[config.mk]
export PLATFORM = sky130hd
export DESIGN_NAME = lru_page_replacement
export DESIGN_NICKNAME = d
export VERILOG_FILES = /design/src/rtl/core/lrupr_pkg.sv /design/src/rtl/core/lrupr_cell.sv /design/src/rtl/core/lru_page_replacement.sv
export SDC_FILE = /design/constraint.sdc
export NUM_CORES = 2
export LEC_CHECK = 0
export BUFFER_PORTS_ARGS = -buffer_cell sky130_fd_sc_hd__buf_2
export CAP_MARGIN = 20
export CORE_MARGIN = 2
export CORE_UTILIZATION = 58
export CTS_BUF_LIST = sky130_fd_sc_hd__clkbuf_8
export CTS_CLUSTER_DIAMETER = 120
export DETAILED_ROUTE_END_ITERATION = 12
export GPL_TIMING_DRIVEN = 1
export PLACE_DENSITY = 0.78
export SLEW_MARGIN = 10
export SYNTH_ARGS = -nofsm -noshare
export SYNTH_HDL_FRONTEND = slang
export SYNTH_HIERARCHICAL = 1
export SYNTH_SLANG_ARGS = --single-unit
[constraint.sdc]
create_clock -name clk -period 4.84 [get_ports clk]
set_clock_uncertainty 0.05 [all_clocks]
set_input_delay 0 -clock clk [delete_from_list [all_inputs] [get_ports clk]]
set_output_delay 0 -clock clk [all_outputs]
set_load 0.02 [all_outputs]
[src/rtl/core/lrupr_pkg.sv]
// ----------------------------------------------------------------------------
// lrupr_pkg
// Shared constants and types for the LRU page replacement block: default
// sizes, fixed port widths, and the control groups carried along the chain.
// ----------------------------------------------------------------------------
package lrupr_pkg;

	localparam int FRAME_COUNT_DEF = 16;
	localparam int PAGE_BITS_DEF   = 16;

	localparam int CFG_W        = 5;
	localparam int PAGE_PORT_W  = 16;
	localparam int FRAME_IDX_W  = 4;
	localparam int CNT_W        = 32;

	localparam logic [CFG_W-1:0] FRAMES_IN_USE_RST = 5'd3;
	localparam logic [CNT_W-1:0] CNT_MAX           = '1;

	// flags of the search word travelling along the row of frames
	typedef struct packed {
		logic valid;
		logic hit_found;
		logic empty_found;
		logic max_found;
	} srch_flags_t;

	// update broadcast to every frame at the end of a search
	typedef struct packed {
		logic en;
		logic was_valid;
		logic write;
	} upd_ctrl_t;

endpackage

[src/rtl/core/lrupr_cell.sv]
// ----------------------------------------------------------------------------
// lrupr_cell
// One frame: page, valid mark and recency rank. Folds its own frame into the
// search word from its left neighbor and registers the result for the right
// neighbor. Applies the recency/fill update broadcast at the end of a search.
// ----------------------------------------------------------------------------
module lrupr_cell #(
	parameter int IDX = 0,
	parameter int IW  = 4,
	parameter int PB  = 16
) (
	input  logic                 clk,
	input  logic                 arst_n,
	input  logic                 active,
	// search word from the left neighbor
	input  lrupr_pkg::srch_flags_t in_flags,
	input  logic [PB-1:0]        in_page,
	input  logic [IW-1:0]        in_hit_idx,
	input  logic [IW-1:0]        in_hit_rank,
	input  logic [IW-1:0]        in_empty_idx,
	input  logic [IW-1:0]        in_max_idx,
	input  logic [IW-1:0]        in_max_rank,
	input  logic [PB-1:0]        in_max_page,
	// search word to the right neighbor
	output lrupr_pkg::srch_flags_t out_flags,
	output logic [PB-1:0]        out_page,
	output logic [IW-1:0]        out_hit_idx,
	output logic [IW-1:0]        out_hit_rank,
	output logic [IW-1:0]        out_empty_idx,
	output logic [IW-1:0]        out_max_idx,
	output logic [IW-1:0]        out_max_rank,
	output logic [PB-1:0]        out_max_page,
	// update broadcast
	input  lrupr_pkg::upd_ctrl_t upd,
	input  logic [IW-1:0]        upd_idx,
	input  logic [IW-1:0]        upd_old_rank,
	input  logic [PB-1:0]        upd_page
);

	localparam logic [IW-1:0] MY_IDX = IW'(IDX);

	logic [PB-1:0] page_q;
	logic          valid_q;
	logic [IW-1:0] rank_q;

	lrupr_pkg::srch_flags_t flags_q;
	logic [PB-1:0] srch_page_q;
	logic [IW-1:0] hit_idx_q;
	logic [IW-1:0] hit_rank_q;
	logic [IW-1:0] empty_idx_q;
	logic [IW-1:0] max_idx_q;
	logic [IW-1:0] max_rank_q;
	logic [PB-1:0] max_page_q;

	logic take_hit;
	logic take_empty;
	logic take_max;

	assign take_hit   = in_flags.valid && active && valid_q && (page_q == in_page)
		&& !in_flags.hit_found;
	assign take_empty = in_flags.valid && active && !valid_q && !in_flags.empty_found;
	// strict compare keeps the lowest-numbered frame among equal ranks
	assign take_max   = in_flags.valid && active
		&& (!in_flags.max_found || (rank_q > in_max_rank));

	always_ff @(posedge clk or negedge arst_n) begin
		if (!arst_n) begin
			flags_q <= '0;
		end else begin
			flags_q.valid       <= in_flags.valid;
			flags_q.hit_found   <= in_flags.hit_found | take_hit;
			flags_q.empty_found <= in_flags.empty_found | take_empty;
			flags_q.max_found   <= in_flags.max_found | take_max;
		end
	end

	always_ff @(posedge clk) begin
		srch_page_q <= in_page;
		hit_idx_q   <= take_hit ? MY_IDX : in_hit_idx;
		hit_rank_q  <= take_hit ? rank_q : in_hit_rank;
		empty_idx_q <= take_empty ? MY_IDX : in_empty_idx;
		max_idx_q   <= take_max ? MY_IDX : in_max_idx;
		max_rank_q  <= take_max ? rank_q : in_max_rank;
		max_page_q  <= take_max ? page_q : in_max_page;
	end

	always_ff @(posedge clk or negedge arst_n) begin
		if (!arst_n) begin
			page_q  <= '0;
			valid_q <= 1'b0;
			rank_q  <= '0;
		end else if (upd.en) begin
			if (upd_idx == MY_IDX) begin
				rank_q <= '0;
				if (upd.write) begin
					page_q  <= upd_page;
					valid_q <= 1'b1;
				end
			end else if (valid_q && (!upd.was_valid || (rank_q < upd_old_rank))) begin
				rank_q <= rank_q + IW'(1);
			end
		end
	end

	assign out_flags     = flags_q;
	assign out_page      = srch_page_q;
	assign out_hit_idx   = hit_idx_q;
	assign out_hit_rank  = hit_rank_q;
	assign out_empty_idx = empty_idx_q;
	assign out_max_idx   = max_idx_q;
	assign out_max_rank  = max_rank_q;
	assign out_max_page  = max_page_q;

endmodule

[src/rtl/core/lru_page_replacement.sv]
// ----------------------------------------------------------------------------
// lru_page_replacement
// Fully associative LRU page replacement over a row of frame cells.
//
//   channel  signals                                         direction
//   input    in_valid, in_ready, page_number                 in
//   output   out_valid, out_ready, is_hit, frame_index,      out
//            evicted_valid, evicted_page, hit_total, fault_total
//   config   cfg_we, cfg_wdata (frames_in_use)               in
//
// A reference walks the row one frame per cycle; the decision from the last
// frame goes to the held result register and then, once it is free, to the
// output register, and in_ready returns as the result enters it.
// Reset empties all frames, clears ranks and totals, frames_in_use = 3.
// A stalled result waits in the output register; the next reference is taken
// while it waits and its own result holds until the register frees up.
// ----------------------------------------------------------------------------
module lru_page_replacement #(
	parameter int FRAME_COUNT = lrupr_pkg::FRAME_COUNT_DEF,
	parameter int PAGE_BITS   = lrupr_pkg::PAGE_BITS_DEF
) (
	input  logic                              clk,
	input  logic                              arst_n,
	input  logic                              cfg_we,
	input  logic [lrupr_pkg::CFG_W-1:0]       cfg_wdata,
	input  logic                              in_valid,
	output logic                              in_ready,
	input  logic [lrupr_pkg::PAGE_PORT_W-1:0] page_number,
	output logic                              out_valid,
	input  logic                              out_ready,
	output logic                              is_hit,
	output logic [lrupr_pkg::FRAME_IDX_W-1:0] frame_index,
	output logic                              evicted_valid,
	output logic [lrupr_pkg::PAGE_PORT_W-1:0] evicted_page,
	output logic [lrupr_pkg::CNT_W-1:0]       hit_total,
	output logic [lrupr_pkg::CNT_W-1:0]       fault_total
);

	localparam int IW = (FRAME_COUNT > 1) ? $clog2(FRAME_COUNT) : 1;
	localparam int PB = PAGE_BITS;
	localparam int WW = (PB > lrupr_pkg::PAGE_PORT_W) ? PB : lrupr_pkg::PAGE_PORT_W;
	localparam int FW = (IW > lrupr_pkg::FRAME_IDX_W) ? IW : lrupr_pkg::FRAME_IDX_W;
	localparam int CW = lrupr_pkg::CNT_W;

	typedef enum logic [2:0] {
		ST_IDLE   = 3'b001,
		ST_SCAN   = 3'b010,
		ST_RESULT = 3'b100
	} state_t;

	state_t state_q;

	logic [lrupr_pkg::CFG_W-1:0] fiu_q;
	logic [31:0] fiu32;
	logic [31:0] act32;

	logic [CW-1:0] hit_cnt_q;
	logic [CW-1:0] fault_cnt_q;

	// chain links, link 0 is the injection point
	lrupr_pkg::srch_flags_t lk_flags [FRAME_COUNT+1];
	logic [PB-1:0] lk_page      [FRAME_COUNT+1];
	logic [IW-1:0] lk_hit_idx   [FRAME_COUNT+1];
	logic [IW-1:0] lk_hit_rank  [FRAME_COUNT+1];
	logic [IW-1:0] lk_empty_idx [FRAME_COUNT+1];
	logic [IW-1:0] lk_max_idx   [FRAME_COUNT+1];
	logic [IW-1:0] lk_max_rank  [FRAME_COUNT+1];
	logic [PB-1:0] lk_max_page  [FRAME_COUNT+1];

	logic [FRAME_COUNT-1:0] cell_active;

	logic          in_fire;
	logic [WW-1:0] page_wide;

	lrupr_pkg::srch_flags_t tail;
	logic          done;
	lrupr_pkg::upd_ctrl_t upd;
	logic [IW-1:0] dec_idx;
	logic [IW-1:0] dec_old_rank;
	logic          dec_evict;
	logic [PB-1:0] dec_ev_page;
	logic [FW-1:0] dec_idx_wide;
	logic [WW-1:0] ev_wide;

	logic [CW-1:0] hit_cnt_nxt;
	logic [CW-1:0] fault_cnt_nxt;

	// held result, waiting for the output register
	logic                              res_hit_q;
	logic [lrupr_pkg::FRAME_IDX_W-1:0] res_idx_q;
	logic                              res_ev_valid_q;
	logic [lrupr_pkg::PAGE_PORT_W-1:0] res_ev_page_q;
	logic [CW-1:0]                     res_hit_tot_q;
	logic [CW-1:0]                     res_fault_tot_q;

	logic                              out_valid_q;
	logic                              out_hit_q;
	logic [lrupr_pkg::FRAME_IDX_W-1:0] out_idx_q;
	logic                              out_ev_valid_q;
	logic [lrupr_pkg::PAGE_PORT_W-1:0] out_ev_page_q;
	logic [CW-1:0]                     out_hit_tot_q;
	logic [CW-1:0]                     out_fault_tot_q;

	logic slot_free;

	always_ff @(posedge clk or negedge arst_n) begin
		if (!arst_n) begin
			fiu_q <= lrupr_pkg::FRAMES_IN_USE_RST;
		end else if (cfg_we) begin
			fiu_q <= cfg_wdata;
		end
	end

	// clamp frames_in_use to 1..FRAME_COUNT
	assign fiu32 = 32'(fiu_q);
	assign act32 = (fiu32 == 32'd0) ? 32'd1
		: ((fiu32 > 32'(FRAME_COUNT)) ? 32'(FRAME_COUNT) : fiu32);

	assign in_ready  = (state_q == ST_IDLE);
	assign in_fire   = in_valid && in_ready;
	assign page_wide = WW'(page_number);

	always_comb begin
		lk_flags[0]       = '0;
		lk_flags[0].valid = in_fire;
	end
	assign lk_page[0]      = page_wide[PB-1:0];
	assign lk_hit_idx[0]   = '0;
	assign lk_hit_rank[0]  = '0;
	assign lk_empty_idx[0] = '0;
	assign lk_max_idx[0]   = '0;
	assign lk_max_rank[0]  = '0;
	assign lk_max_page[0]  = '0;

	for (genvar i = 0; i < FRAME_COUNT; i++) begin : g_cell
		assign cell_active[i] = (act32 > 32'(i));

		lrupr_cell #(
			.IDX (i),
			.IW  (IW),
			.PB  (PB)
		) u_cell (
			.clk           (clk),
			.arst_n        (arst_n),
			.active        (cell_active[i]),
			.in_flags      (lk_flags[i]),
			.in_page       (lk_page[i]),
			.in_hit_idx    (lk_hit_idx[i]),
			.in_hit_rank   (lk_hit_rank[i]),
			.in_empty_idx  (lk_empty_idx[i]),
			.in_max_idx    (lk_max_idx[i]),
			.in_max_rank   (lk_max_rank[i]),
			.in_max_page   (lk_max_page[i]),
			.out_flags     (lk_flags[i+1]),
			.out_page      (lk_page[i+1]),
			.out_hit_idx   (lk_hit_idx[i+1]),
			.out_hit_rank  (lk_hit_rank[i+1]),
			.out_empty_idx (lk_empty_idx[i+1]),
			.out_max_idx   (lk_max_idx[i+1]),
			.out_max_rank  (lk_max_rank[i+1]),
			.out_max_page  (lk_max_page[i+1]),
			.upd           (upd),
			.upd_idx       (dec_idx),
			.upd_old_rank  (dec_old_rank),
			.upd_page      (lk_page[FRAME_COUNT])
		);
	end

	// decision from the search word leaving the last frame
	assign tail = lk_flags[FRAME_COUNT];
	assign done = tail.valid && (state_q == ST_SCAN);

	always_comb begin
		upd.en        = done;
		upd.was_valid = tail.hit_found || !tail.empty_found;
		upd.write     = !tail.hit_found;
		dec_evict     = !tail.hit_found && !tail.empty_found;
		if (tail.hit_found) begin
			dec_idx      = lk_hit_idx[FRAME_COUNT];
			dec_old_rank = lk_hit_rank[FRAME_COUNT];
		end else if (tail.empty_found) begin
			dec_idx      = lk_empty_idx[FRAME_COUNT];
			dec_old_rank = '0;
		end else begin
			dec_idx      = lk_max_idx[FRAME_COUNT];
			dec_old_rank = lk_max_rank[FRAME_COUNT];
		end
		dec_ev_page = dec_evict ? lk_max_page[FRAME_COUNT] : '0;
	end

	assign dec_idx_wide = FW'(dec_idx);
	assign ev_wide      = WW'(dec_ev_page);

	assign hit_cnt_nxt = (tail.hit_found && (hit_cnt_q != lrupr_pkg::CNT_MAX))
		? hit_cnt_q + CW'(1) : hit_cnt_q;
	assign fault_cnt_nxt = (!tail.hit_found && (fault_cnt_q != lrupr_pkg::CNT_MAX))
		? fault_cnt_q + CW'(1) : fault_cnt_q;

	assign slot_free = !out_valid_q || out_ready;

	always_ff @(posedge clk or negedge arst_n) begin
		if (!arst_n) begin
			state_q     <= ST_IDLE;
			hit_cnt_q   <= '0;
			fault_cnt_q <= '0;
		end else begin
			case (state_q)
				ST_IDLE: begin
					if (in_fire) begin
						state_q <= ST_SCAN;
					end
				end
				ST_SCAN: begin
					if (done) begin
						hit_cnt_q   <= hit_cnt_nxt;
						fault_cnt_q <= fault_cnt_nxt;
						state_q     <= ST_RESULT;
					end
				end
				ST_RESULT: begin
					if (slot_free) begin
						state_q <= ST_IDLE;
					end
				end
				default: begin
					state_q <= ST_IDLE;
				end
			endcase
		end
	end

	always_ff @(posedge clk) begin
		if (done) begin
			res_hit_q       <= tail.hit_found;
			res_idx_q       <= dec_idx_wide[lrupr_pkg::FRAME_IDX_W-1:0];
			res_ev_valid_q  <= dec_evict;
			res_ev_page_q   <= ev_wide[lrupr_pkg::PAGE_PORT_W-1:0];
			res_hit_tot_q   <= hit_cnt_nxt;
			res_fault_tot_q <= fault_cnt_nxt;
		end
	end

	always_ff @(posedge clk or negedge arst_n) begin
		if (!arst_n) begin
			out_valid_q <= 1'b0;
		end else if ((state_q == ST_RESULT) && slot_free) begin
			out_valid_q <= 1'b1;
		end else if (out_ready) begin
			out_valid_q <= 1'b0;
		end
	end

	always_ff @(posedge clk) begin
		if ((state_q == ST_RESULT) && slot_free) begin
			out_hit_q       <= res_hit_q;
			out_idx_q       <= res_idx_q;
			out_ev_valid_q  <= res_ev_valid_q;
			out_ev_page_q   <= res_ev_page_q;
			out_hit_tot_q   <= res_hit_tot_q;
			out_fault_tot_q <= res_fault_tot_q;
		end
	end

	assign out_valid     = out_valid_q;
	assign is_hit        = out_hit_q;
	assign frame_index   = out_idx_q;
	assign evicted_valid = out_ev_valid_q;
	assign evicted_page  = out_ev_page_q;
	assign hit_total     = out_hit_tot_q;
	assign fault_total   = out_fault_tot_q;

endmodule

Word-level counts from Yosys, hierarchy flattened
Cells that the tools add are included.
- $add $sub $neg: 18
- order comparisons: 48
- eq/ne operators: 39
- multiplexer cells: 91
- bitwise gates (word level): 45
- reductions and logical operators: 282
- operators by type and width (operator ; count):
    $mux 4 ; 66
    $eq 16x16->1 ; 16
    $mux 16 ; 15
    $logic_and 1x1->1 ; 131
    $logic_not 1->1 ; 65
    $add 32x1->32 const B ; 2
    $add 4x1->4 const B ; 16
    $lt 4x4->1 ; 16
    $mux 32 ; 2
    $ne 32x32->1 const B ; 2
    $gt 4x4->1 ; 15
    $reduce_and 3->1 ; 17
    $or 1x1->1 ; 44
    $gt 5x4->1 const B ; 8
    $reduce_and 2->1 ; 17
    $reduce_bool 2->1 ; 17
    $logic_or 1x1->1 ; 33
    $eq 4x4->1 const B ; 8
    $logic_not 32->1 ; 1
    $gt 5x3->1 const B ; 4
    $eq 4x3->1 const B ; 4
    $gt 5x1->1 const B ; 2
    $gt 5x2->1 const B ; 2
    $mux 5 ; 2
    13 further kinds ; 18
- flip-flop bits (word level): 1431
- output and inout port bits: 88
- logic and storage cells: 760

Longest topological paths before layout
- depth after elaboration: 9
- gate-level depth with buffers: 12

Hierarchy
Netlist, hierarchy kept.
- by module, submodules not included (module ; times used ; cells each ; area an instance (sq um)):
    lrupr_cell at g_cell[1].u_cell ... ; 4 ; 209 ; 2791.4
    lrupr_cell at g_cell[10].u_cell ... ; 4 ; 209 ; 2788.9
    lrupr_cell at g_cell[11].u_cell ... ; 4 ; 207 ; 2763.9
    lru_page_replacement ; 1 ; 777 ; 10452.5
    lrupr_cell at g_cell[12].u_cell ... ; 2 ; 208 ; 2766.4
    lrupr_cell at g_cell[0].u_cell ; 1 ; 209 ; 2783.9
    lrupr_cell at g_cell[15].u_cell ; 1 ; 209 ; 2768.9

Worst setup path after synthesis
Ideal clock, no wire load.
- path kind: register to register
- start point: register out_valid_q (netlist: out_valid)
- end point: register out_ev_page_q, in the netlist evicted_page[0] (enable)
- arrival time: 4.226 ns
- slack: 0.033 ns
- cell stages (with the launch flop): 3
- buffers on the path: 0
- clock period less this slack: 4.807 ns
- cells stage by stage: dfrtp_1 nor2b_1 nor2_1
- longest elaborated chain between the ends: 3
- RTL lines (item ; line ; source):
    start, declared ; lru_page_replacement.sv:96 ; logic out_valid_q;
    start signal, assigned ; lru_page_replacement.sv:245 ; out_valid_q <= 1'b0;
    start signal, assigned ; lru_page_replacement.sv:247 ; out_valid_q <= 1'b1;
    start signal, assigned ; lru_page_replacement.sv:249 ; out_valid_q <= 1'b0;
    $logic_not 1->1 ; lru_page_replacement.sv:199 ; assign slot_free = !out_valid_q || out_ready;
    $logic_or 1x1->1 ; lru_page_replacement.sv:199 ;
    $logic_and 1x1->1 ; lru_page_replacement.sv:254 ; if ((state_q == ST_RESULT) && slot_free) begin
    end signal, assigned ; lru_page_replacement.sv:258 ; out_ev_page_q <= res_ev_page_q;
    end, declared ; lru_page_replacement.sv:100 ; logic [lrupr_pkg::PAGE_PORT_W-1:0] out_ev_page_q;
Every way passes these cells.
A chain may end at the register's enable or synchronous reset.

Worst setup path after layout
- start point: register g_cell[15].u_cell.flags_q, in the netlist g_cell[15].u_cell/out_flags[2]
- end point: register g_cell[0].u_cell.rank_q[3]
- longest elaborated chain between the ends: 6
- RTL lines (item ; line ; source):
    start, declared ; lrupr_cell.sv:46 ; lrupr_pkg::srch_flags_t flags_q;
    $mux 4 ; lru_page_replacement.sv:178 ; if (tail.hit_found) begin
    named net dec_old_rank[1] ; lru_page_replacement.sv:79 ; logic [IW-1:0] dec_old_rank;
    $lt 4x4->1 ; lrupr_cell.sv:99 ; end else if (valid_q && (!upd.was_valid || (rank_q < upd_old_rank))) begin
    $logic_or 1x1->1 ; lrupr_cell.sv:99 ;
    $logic_and 1x1->1 ; lrupr_cell.sv:99 ;
    $reduce_bool 2->1 (no source line) ; n/a ;
    $reduce_and 2->1 (no source line) ; n/a ;
    end signal, assigned ; lrupr_cell.sv:100 ; rank_q <= rank_q + IW'(1);
    end, declared ; lrupr_cell.sv:44 ; logic [IW-1:0] rank_q;
The timed path passes the listed nets, and every way through them passes these cells.

==> flow_summary.ini <==
[cts]
cts-root-buf = clkbuf_8
cts_buffer_depth = 3
cts_tree = built
post_cts_buffers = 0
numCtsBuffers = 217
clock_latency_ns = 0.91
path_clk_slew_ns = 0.06
h-tree-depth = 4
clock-sinks = 1476

[grt]
grt_pass1_vias = 31738
grt_max_degree = 139
antenna_found_initial = 2
grt_usage = 0.204
grt_pass1_wl_um = 161000
grt_overflow = 0

[sta]
max_clock_freq_ghz = 0.295
finalSetupViolations = 0
hold_slack_ns = 0.107
worstMarginPinSlew_ns = 1.02
tns_ns = 0
relSlewSlack = 0.317
slew_violations = 0
period_needed_ns = 3.39
post-route-period-util = 0.700
hold_violations = 0
rsz0062_at_grt = no

[final_layout]
fin_nets = 4624
layout-area-overhead-vs-synth_pct = 12.9
final.fill_count = 6862
layout_common_cells = dfxtp_1 (832), mux2_2 (665), dfrtp_1 (469)
final_common_cell = dfxtp_1
layout.cells.non_filler = 5920
drive_gt1_frac = 0.288

[route]
avgViaCountPerCell = 5.12
wl_per_cell_um = 16.6
wl_met2_um = 48900
wl_met1_um = 41400
drtPass1Iterations = 5
vias = 30309
wl_um = 98000
route.detailed.drc = 0
wl_met3_um = 3700
ant_nets = 0
drt-initial-drc-count = 1392
routed.top_layer = met4

[die]
rows = 112
fp.dieH_um = 312
dieArea_um2 = 97100
start_util = 0.586
core_area_um2 = 93600
die_w_um = 312
io_pins = 114

[worst_setup_path]
slowest_stage = a22o_1
r2r_slack_ns = 1.45
cp-start-kind = flop
reg2reg_from = g_cell[15].u_cell/out_flags[2]
cpMostUsedCell = buf_4
path_cells = buf_4 > nor2_1 > buf_4 > a22o_1 > inv_1 > ha_1 > a21oi_1 > o221ai_1 > or4_1 > nand3_1
end_kind = flop
path_class = flop to flop
path_max_fanout = 32
worstPathArrival_ns = 4.14
slowest_delay_ns = 0.69
r2r-end = g_cell[0].u_cell/rank_q[3]
crit_start = g_cell[15].u_cell/out_flags[2]
worstPathRequired_ns = 5.59
r2r_cells = 10

[placement]
dp_hpwl_um = 68300
port_buffers = 113
place_congestion = 0.870
post-place-cells = 5448

[power_and_ir_drop]
vdd_drop_max_uv = 300
fin_total_pwr_w = 0.0289
p_per_area_nw_per_um2 = 467
leakagePower_nw = 27.9

[worst_hold_path]
hold_path_end = g_cell[0].u_cell/out_flags[3]
min_path_type = input pin to flop
whs_path_depth = 3
min-delay-start = in_valid

[logic_synthesis]
yosys_warnings = 6
syn_avg_cell_area_um2 = 13.4
synthCells = 4109
synth_area_um2 = 54900

[run]
maxCapViolCount = 0

[outcome]
run_status = completed
power by group:
part           switching, W  total (W)  internal (W)  leakage [nW]
Clock               0.00466    0.00976       0.00510          2.67
Sequential         0.000865     0.0154        0.0146          14.9
Combinational       0.00166    0.00373       0.00207          10.4
what timing repair did:
action | in CTS | in global routing
endpoints found under the setup margin | 0 | 0
gates resized for setup | 0 | 0
hold buffers | 55 | 0
hold endpoints to repair | 591 | 0
worst max-delay path: cells and delay by family, from the launching register on:
kind	cells	cell delay [ns]
AO/OA/AOI/OAI	3	1.08
AND/OR/NAND/NOR	3	0.83
buffers and inverters	3	0.60
flip-flops	1	0.38
adder cells (fa/ha/maj)	1	0.32
worst max path at each step:
stage / endpoint / slack [ns] / depth (start not counted)
floorplan: evicted_page[0] / 0.03 / 2
global placement: g_cell[0].u_cell/rank_q[3] / 1.56 / 10
detailed placement: g_cell[12].u_cell/rank_q[3] / 1.55 / 10
CTS: g_cell[0].u_cell/rank_q[3] / 1.45 / 10
global route: g_cell[0].u_cell/rank_q[3] / 1.18 / 10
finish: g_cell[0].u_cell/rank_q[3] / 1.45 / 10
metrics by stage:
step	area [um2]	setup WS, ns	util
2_1_floorplan	55100	0.0332	-
3_3_place_gp	56900	1.56	0.608
3_5_place_dp	56900	1.55	0.608
4_1_cts	62000	1.45	0.662
5_1_grt	62000	1.18	0.662
6_report	62000	1.45	0.662
routing by layer:
layer / GRT usage / vias to the layer above
met3: 0.0378 / 225
li1: - / 15076
met1: 0.241 / 14402
met4: 0.102 / 0
met5: 0 / -
met2: 0.358 / 606
flip-flops by register name, summed over array words and instances (netlist names), 5 cells and up:
name / cells
hit_cnt_q: 32
res_fault_tot_q: 32
g_cell.u_cell/out_max_idx: 64
fiu_q: 5
g_cell.u_cell/out_flags: 63
g_cell.u_cell/out_page: 256
g_cell.u_cell/out_hit_idx: 64
g_cell.u_cell/out_max_page: 256
evicted_page: 16
hit_total: 32
fault_cnt_q: 32
g_cell.u_cell/page_q: 256
res_ev_page_q: 16
res_hit_tot_q: 32
g_cell.u_cell/out_empty_idx: 64
g_cell.u_cell/out_hit_rank: 64
g_cell.u_cell/rank_q: 64
g_cell.u_cell/out_max_rank: 64
g_cell.u_cell/valid_q: 16
fault_total: 32
area by class of cell:
type                    instances  area [um2]  area share
diodes                          7        17.5    0.000283
clock buffers                 262        3610      0.0582
clock inverters               148         867      0.0140
inverters                     140         531     0.00856
multi-input cells            2429       20300       0.327
flip-flops and latches       1476       33600       0.543
well taps                    1254        1570      0.0253
repair buffers                204        1460      0.0236
Power figures use the tool's default switching activity.
